[src/wsb_pkg.sv]
// Shared types and constants of the warp register scoreboard.
package wsb_pkg;

	localparam int REQ_W       = 3;
	localparam int WARP_W      = 6;
	localparam int REG_W       = 8;
	localparam int INPUT_SLOTS = 4;
	// Each lane covers one 64-bit slice of a warp's register bitmap
	localparam int LANE_W      = 64;
	localparam int LANE_AW     = 6;

	typedef enum logic [REQ_W-1:0] {
		REQ_RESERVE = 3'd0,
		REQ_RELEASE = 3'd1,
		REQ_CHECK   = 3'd2,
		REQ_PENDING = 3'd3,
		REQ_LONGOP  = 3'd4
	} req_code_t;

	typedef enum logic [2:0] {
		ST_IDLE  = 3'b001,
		ST_LANE  = 3'b010,
		ST_MERGE = 3'b100
	} state_t;

	typedef struct packed {
		logic [REQ_W-1:0]                    req_type;
		logic [WARP_W-1:0]                   warp_id;
		logic [INPUT_SLOTS-1:0][REG_W-1:0]   reg_slot;
		logic [REG_W-1:0]                    pred_reg;
		logic [REG_W-1:0]                    addr_reg_one;
		logic [REG_W-1:0]                    addr_reg_two;
		logic                                is_load;
	} sb_req_t;

	typedef struct packed {
		logic collision;
		logic pending_writes;
		logic long_op;
		logic double_reserve;
	} sb_rsp_t;

	// What one lane found in its slice
	typedef struct packed {
		logic rsv_hit;   // instruction slot hits a reserved bit
		logic chk_hit;   // any checked register hits a reserved bit
		logic any;       // slice holds a reserved bit
		logic lop_hit;   // slot0 hits a long-op bit
	} lane_flags_t;

endpackage

[src/wsb_merge.sv]
// Merge stage: combines lane flags into the result and forms the row write-back.
module wsb_merge #(
	parameter int NUM_LANES = 4,
	parameter int NUM_WARPS = 64
) (
	input  logic                                   fire,
	input  wsb_pkg::sb_req_t                       req,
	input  logic [NUM_LANES*wsb_pkg::LANE_W-1:0]   rsv_row,
	input  logic [NUM_LANES*wsb_pkg::LANE_W-1:0]   lop_row,
	input  logic [NUM_LANES*wsb_pkg::LANE_W-1:0]   mask_row,
	input  wsb_pkg::lane_flags_t [NUM_LANES-1:0]   flags,
	output wsb_pkg::sb_rsp_t                       rsp,
	output logic                                   wr_en,
	output logic [NUM_LANES*wsb_pkg::LANE_W-1:0]   wr_rsv,
	output logic [NUM_LANES*wsb_pkg::LANE_W-1:0]   wr_lop
);

	wsb_pkg::lane_flags_t all;
	logic                 warp_ok;
	logic                 is_rsv;
	logic                 is_rel;
	logic                 dbl;

	// OR the lane flags together
	always_comb begin
		all = '0;
		for (int i = 0; i < NUM_LANES; i++) begin
			all = all | flags[i];
		end
	end

	assign warp_ok = int'(req.warp_id) < NUM_WARPS;
	assign is_rsv  = warp_ok && (req.req_type == wsb_pkg::REQ_RESERVE);
	assign is_rel  = warp_ok && (req.req_type == wsb_pkg::REQ_RELEASE);
	assign dbl     = is_rsv && all.rsv_hit;

	// Result fields, zero unless they belong to the request
	always_comb begin
		rsp.collision      = warp_ok && (req.req_type == wsb_pkg::REQ_CHECK) && all.chk_hit;
		rsp.pending_writes = warp_ok && (req.req_type == wsb_pkg::REQ_PENDING) && all.any;
		rsp.long_op        = warp_ok && (req.req_type == wsb_pkg::REQ_LONGOP) && all.lop_hit;
		rsp.double_reserve = dbl;
	end

	// Row write-back: reserve sets reserved bits (long-op bits too for a load), release clears both maps
	always_comb begin
		wr_en  = fire && ((is_rsv && !dbl) || is_rel);
		wr_rsv = is_rsv ? (rsv_row | mask_row) : (rsv_row & ~mask_row);
		if (is_rsv) begin
			wr_lop = req.is_load ? (lop_row | mask_row) : lop_row;
		end else begin
			wr_lop = lop_row & ~mask_row;
		end
	end

endmodule

[config.mk]
export PLATFORM = sky130hd
export DESIGN_NAME = wsb_merge
export DESIGN_NICKNAME = d
export VERILOG_FILES = /design/src/wsb_pkg.sv /design/src/wsb_merge.sv
export SDC_FILE = /design/constraint.sdc
export NUM_CORES = 1
export LEC_CHECK = 0
export CAP_MARGIN = 0
export CORE_AREA = 2 2 532 534
export DETAILED_ROUTE_END_ITERATION = 12
export DIE_AREA = 0 0 534 536
export DONT_BUFFER_PORTS = 1
export SLEW_MARGIN = 20
export SYNTH_ARGS = -nofsm -noshare
export SYNTH_HDL_FRONTEND = slang
export SYNTH_SLANG_ARGS = --single-unit
export TNS_END_PERCENT = 1
[constraint.sdc]
create_clock -name vclk -period 1.57
set_clock_uncertainty 0.2 [all_clocks]
set_input_delay 0.0785 -clock vclk [all_inputs]
set_output_delay 0.0785 -clock vclk [all_outputs]
set_load 0.01 [all_outputs]
### Word level (Yosys, flattened, before mapping)

Cells that the tools add are included.
W data, S select, Z words.

* flip-flop bits (word level): 0
* output and inout port bits: 517

* equality and inequality tests: 4
* muxes and demuxes: 3
* bitwise logic cells: 8
* reductions and logical operators: 9

Operators by type and width (number)
* $mux W256: 3
* $and A256 B256 Y256: 2
* $or A256 B256 Y256: 2
* $not A256 Y256: 1
* $or A4 B4 Y4: 3
* $eq A3 B2 Y1 const B: 2
* $logic_and A1 B1 Y1: 6
* $eq A3 B1 Y1 const B: 1
* $eq A3 B3 Y1 const B: 1
* $logic_not A3 Y1: 1
* $logic_not A1 Y1: 1
* $logic_or A1 B1 Y1: 1

### Longest topological paths before layout

* depth in word-level cells: 8
* gate-level depth with buffers: 5

### Least setup slack after synthesis

Ideal clock, no wire load.

* path type: input to output
* start: input req[64] (netlist bit)
* end: output wr_lop[100] (netlist bit)
* data arrival time: 1.052 ns
* data required time: 1.291 ns
* path slack: 0.240 ns
* stages: 5
* cell sequence: or3_1 > buf_2 > buf_6 > buf_6 > a21oi_2

* longest elaborated chain between the ends: 2

RTL lines
* from (decl): line wsb_merge.sv:7 `input wsb_pkg::sb_req_t req,`
* $logic_not A3 Y1: line wsb_merge.sv:33 `assign is_rsv = warp_ok && (req.req_type == wsb_pkg::REQ_RESERVE);`
* $mux W256: line wsb_merge.sv:49 `if (is_rsv) begin`
* to (decl): line wsb_merge.sv:15 `output logic [NUM_LANES*wsb_pkg::LANE_W-1:0] wr_lop`

Every way passes these cells.

### Worst setup path after layout

* start: input req[64] (netlist bit)
* end: output wr_lop[179] (netlist bit)

Same word-level chain as after synthesis.

==> reports/summary.txt <==
Achievable frequency - 603 MHz
Register area - 0 µm²
Arrival time of data at the critical path endpoint - 1380 ps
Yosys warns - 0
Global placer's final weighted congestion - 0.842
Detailed Routing Iterations Pass 1 - 4
Setup Viol. Count Final - 124
Flip-flop and latch count - 0
Post-detailed-routing wire length - 261 mm
Total routing usage reported by global routing - 0.172
Required time of the critical path - 1290 ps
Die outline area - 286000 µm²
Relative max-transition margin - 0.594
Horizontal die dimension - 534 µm
Utilization after layout - 0.0598
Maximum number of pins on one net before global-route repair - 257
Peak supply drop - 80.8 µV
Die height - 536 µm
Fraction of the mapped netlist area in adder cells - 0
Detailed placer's ending HPWL - 245 mm
Longest individual stage delay on the worst path - 420 ps
Portion of netlist area occupied by mux cells - 0.415
Pwr dens - 384 nW/µm²
Register area share after synthesis - 0
Slew Limit Fails - 0
Cells after synthesis - 866
DRC errors left - 0
Cell count after placement - 4835
Dominant cells by area after synthesis - mux2_2, a21oi_2, a21oi_1
Initial core utilization - 0.0247
Net count of the finished layout - 1953
RSZ-0062 raised after global routing - yes
Number of nets in the synthesized netlist - 1717
Pin slew with the least headroom to its limit - 604 ps
Classification of the worst setup path - in2out
Library cell with the largest summed area after synthesis - mux2_2
Wire length per cell - 53.3 µm
Worst-path cell chain - or3_4 -> buf_12 -> buf_12 -> a21oi_2 -> buf_12
First-pass GRT wire length - 283 mm
Fraction of synthesized cell area in xor and xnor cells - 0
Fraction of the mapped netlist area in simple logic gates - 0.0103
Syn_area_per_cell - 8.02 µm²
Run status - finished, violations left
CP dominant cell by count - buf_12
Violated checks - negative setup slack
Port Buf Inserts - 0
Number of antenna violations at the first check in global routing - 276
Critical Path Slowest Stage Cell - or3_4
Vias per inst - 2.17
Category of the worst setup path launch point - input pin
Accumulated negative setup slack - -4050 ps
# fillers - 32919
Clock period minus final worst setup slack - 1660 ps
Placement row count - 195
Max-cap violation count - 0
GR Overflow Total - 0
Via total after detailed routing - 10665
Endpoint class of the critical path - primary output
Combinational family with the most area after synthesis - compound AO/OA/AOI/OAI gates
Smallest setup slack after layout - -88.0 ps
Area share of the largest cell type after synthesis - 0.415
Cts-stage hold buffer count - 0
Clk_buf instances - 0
Post-layout power - 0.00644 W
Compound-Gate Fraction of Synth Area - 0.495
Number of global-route vias before repair - 9819
Hold slack final - 5.26 ps
Final critical-path share of the clock period - 1.06
Max FO, Critical Path - 23
Initial drt markers - 524
Area overhead of the layout relative to synthesis - 142%
I/O Pins - 1368
Core outline area - 281000 µm²
Synth unique cells - 15
Post-Synthesis Cell Area - 6950 µm²
Reported leakage power - 4.70 nW
Post-detailed-route count of antenna-violating nets - 0
Count of non-filler cells in the finished layout - 4908
Count of endpoints failing hold in the final timing report - 0
Kind of path behind the tightest hold check - in2out
Fraction of final layout cells with drive strength greater than 1 - 0.755
[critical path: cells and delay by family]
family | cells | cell delay [ps]
simple gates | 1 | 420
buf+inv | 3 | 560
compound gates | 1 | 220
[synthesized netlist by cell type]
cell / instances
nor2_1: 2
nor4_1: 4
nor3_1: 1
buf_1: 2
o211a_1: 1
buf_6: 26
or3_1: 1
a21oi_2: 230
clkbuf_1: 29
nor4b_1: 2
nor4bb_1: 1
buf_2: 28
a21oi_1: 282
buf_4: 1
mux2_2: 256
[final timing paths]
| path | start | endpoint | slack (ps) | depth (start not counted) |
|---|---|---|---|---|
| worst max-delay path | req[64] | wr_lop[179] | -90 | 5 |
| worst min-delay path | mask_row[162] | wr_lop[162] | 5 | 1 |
[final cells by class]
| cell class | count | area, µm² | share of cell area |
|---|---|---|---|
| diodes | 65 | 163 | 0.00969 |
| repair buffers | 320 | 5120 | 0.305 |
| well taps | 3743 | 4680 | 0.279 |
| multi-input cells | 780 | 6820 | 0.406 |
[stage by stage]
stage          setup slack, ps  instance area, µm²
2_1_floorplan              240                6950
3_3_place_gp             -65.0               15900
3_5_place_dp             -96.0               15900
4_1_cts                  -79.3               16100
5_1_grt                  -92.1               16600
6_report                 -88.0               16800
[power by group]
group | switching (W) | leakage, nW | internal (W)
sequential | 0 | 0 | 0
combinational | 0.00385 | 4.70 | 0.00259
clock | 0 | 0.000412 | 0.00000000553
total | 0.00385 | 4.70 | 0.00259
[layer usage]
layer	vias to the layer above	GRT usage	wire, µm
met1	4817	0.174	92000
met5	-	0	1400
met2	1307	0.268	112000
met3	448	0.160	51900
li1	3883	-	-
met4	210	0.00906	3640
[cell families (layout without fill, tap and decap cells)]
kind of cell / after synthesis / after routing
multiplexers: 256 / 256
AND/OR/NAND/NOR: 11 / 11
other: 0 / 65
buffers and inverters: 86 / 320
AO/OA/AOI/OAI: 513 / 513
[cell usage in the layout, fill, tap and decap left out]
cell	Yosys	layout
a21oi_1	282	263
a21oi_2	230	213
a21oi_4	0	36
buf_12	0	196
buf_16	0	4
buf_4	1	88
buf_6	26	27
clkbuf_16	0	5
diode_2	0	65
mux2_2	256	242
mux2_4	0	14
nor2_1	2	2
nor3_2	0	1
nor4_1	4	4
nor4b_2	0	2
nor4bb_4	0	1
o211a_1	1	1
or3_4	0	1
[what timing repair did]
| item | CTS | global route |
|---|---|---|
| pin swaps | 0 | 18 |
| buffers inserted | 0 | 0 |
| setup endpoints to repair | 135 | 284 |
| gates resized for setup | 26 | 68 |
| cloned | 0 | 6 |
Note: power is estimated with default switching activity, not from simulation.
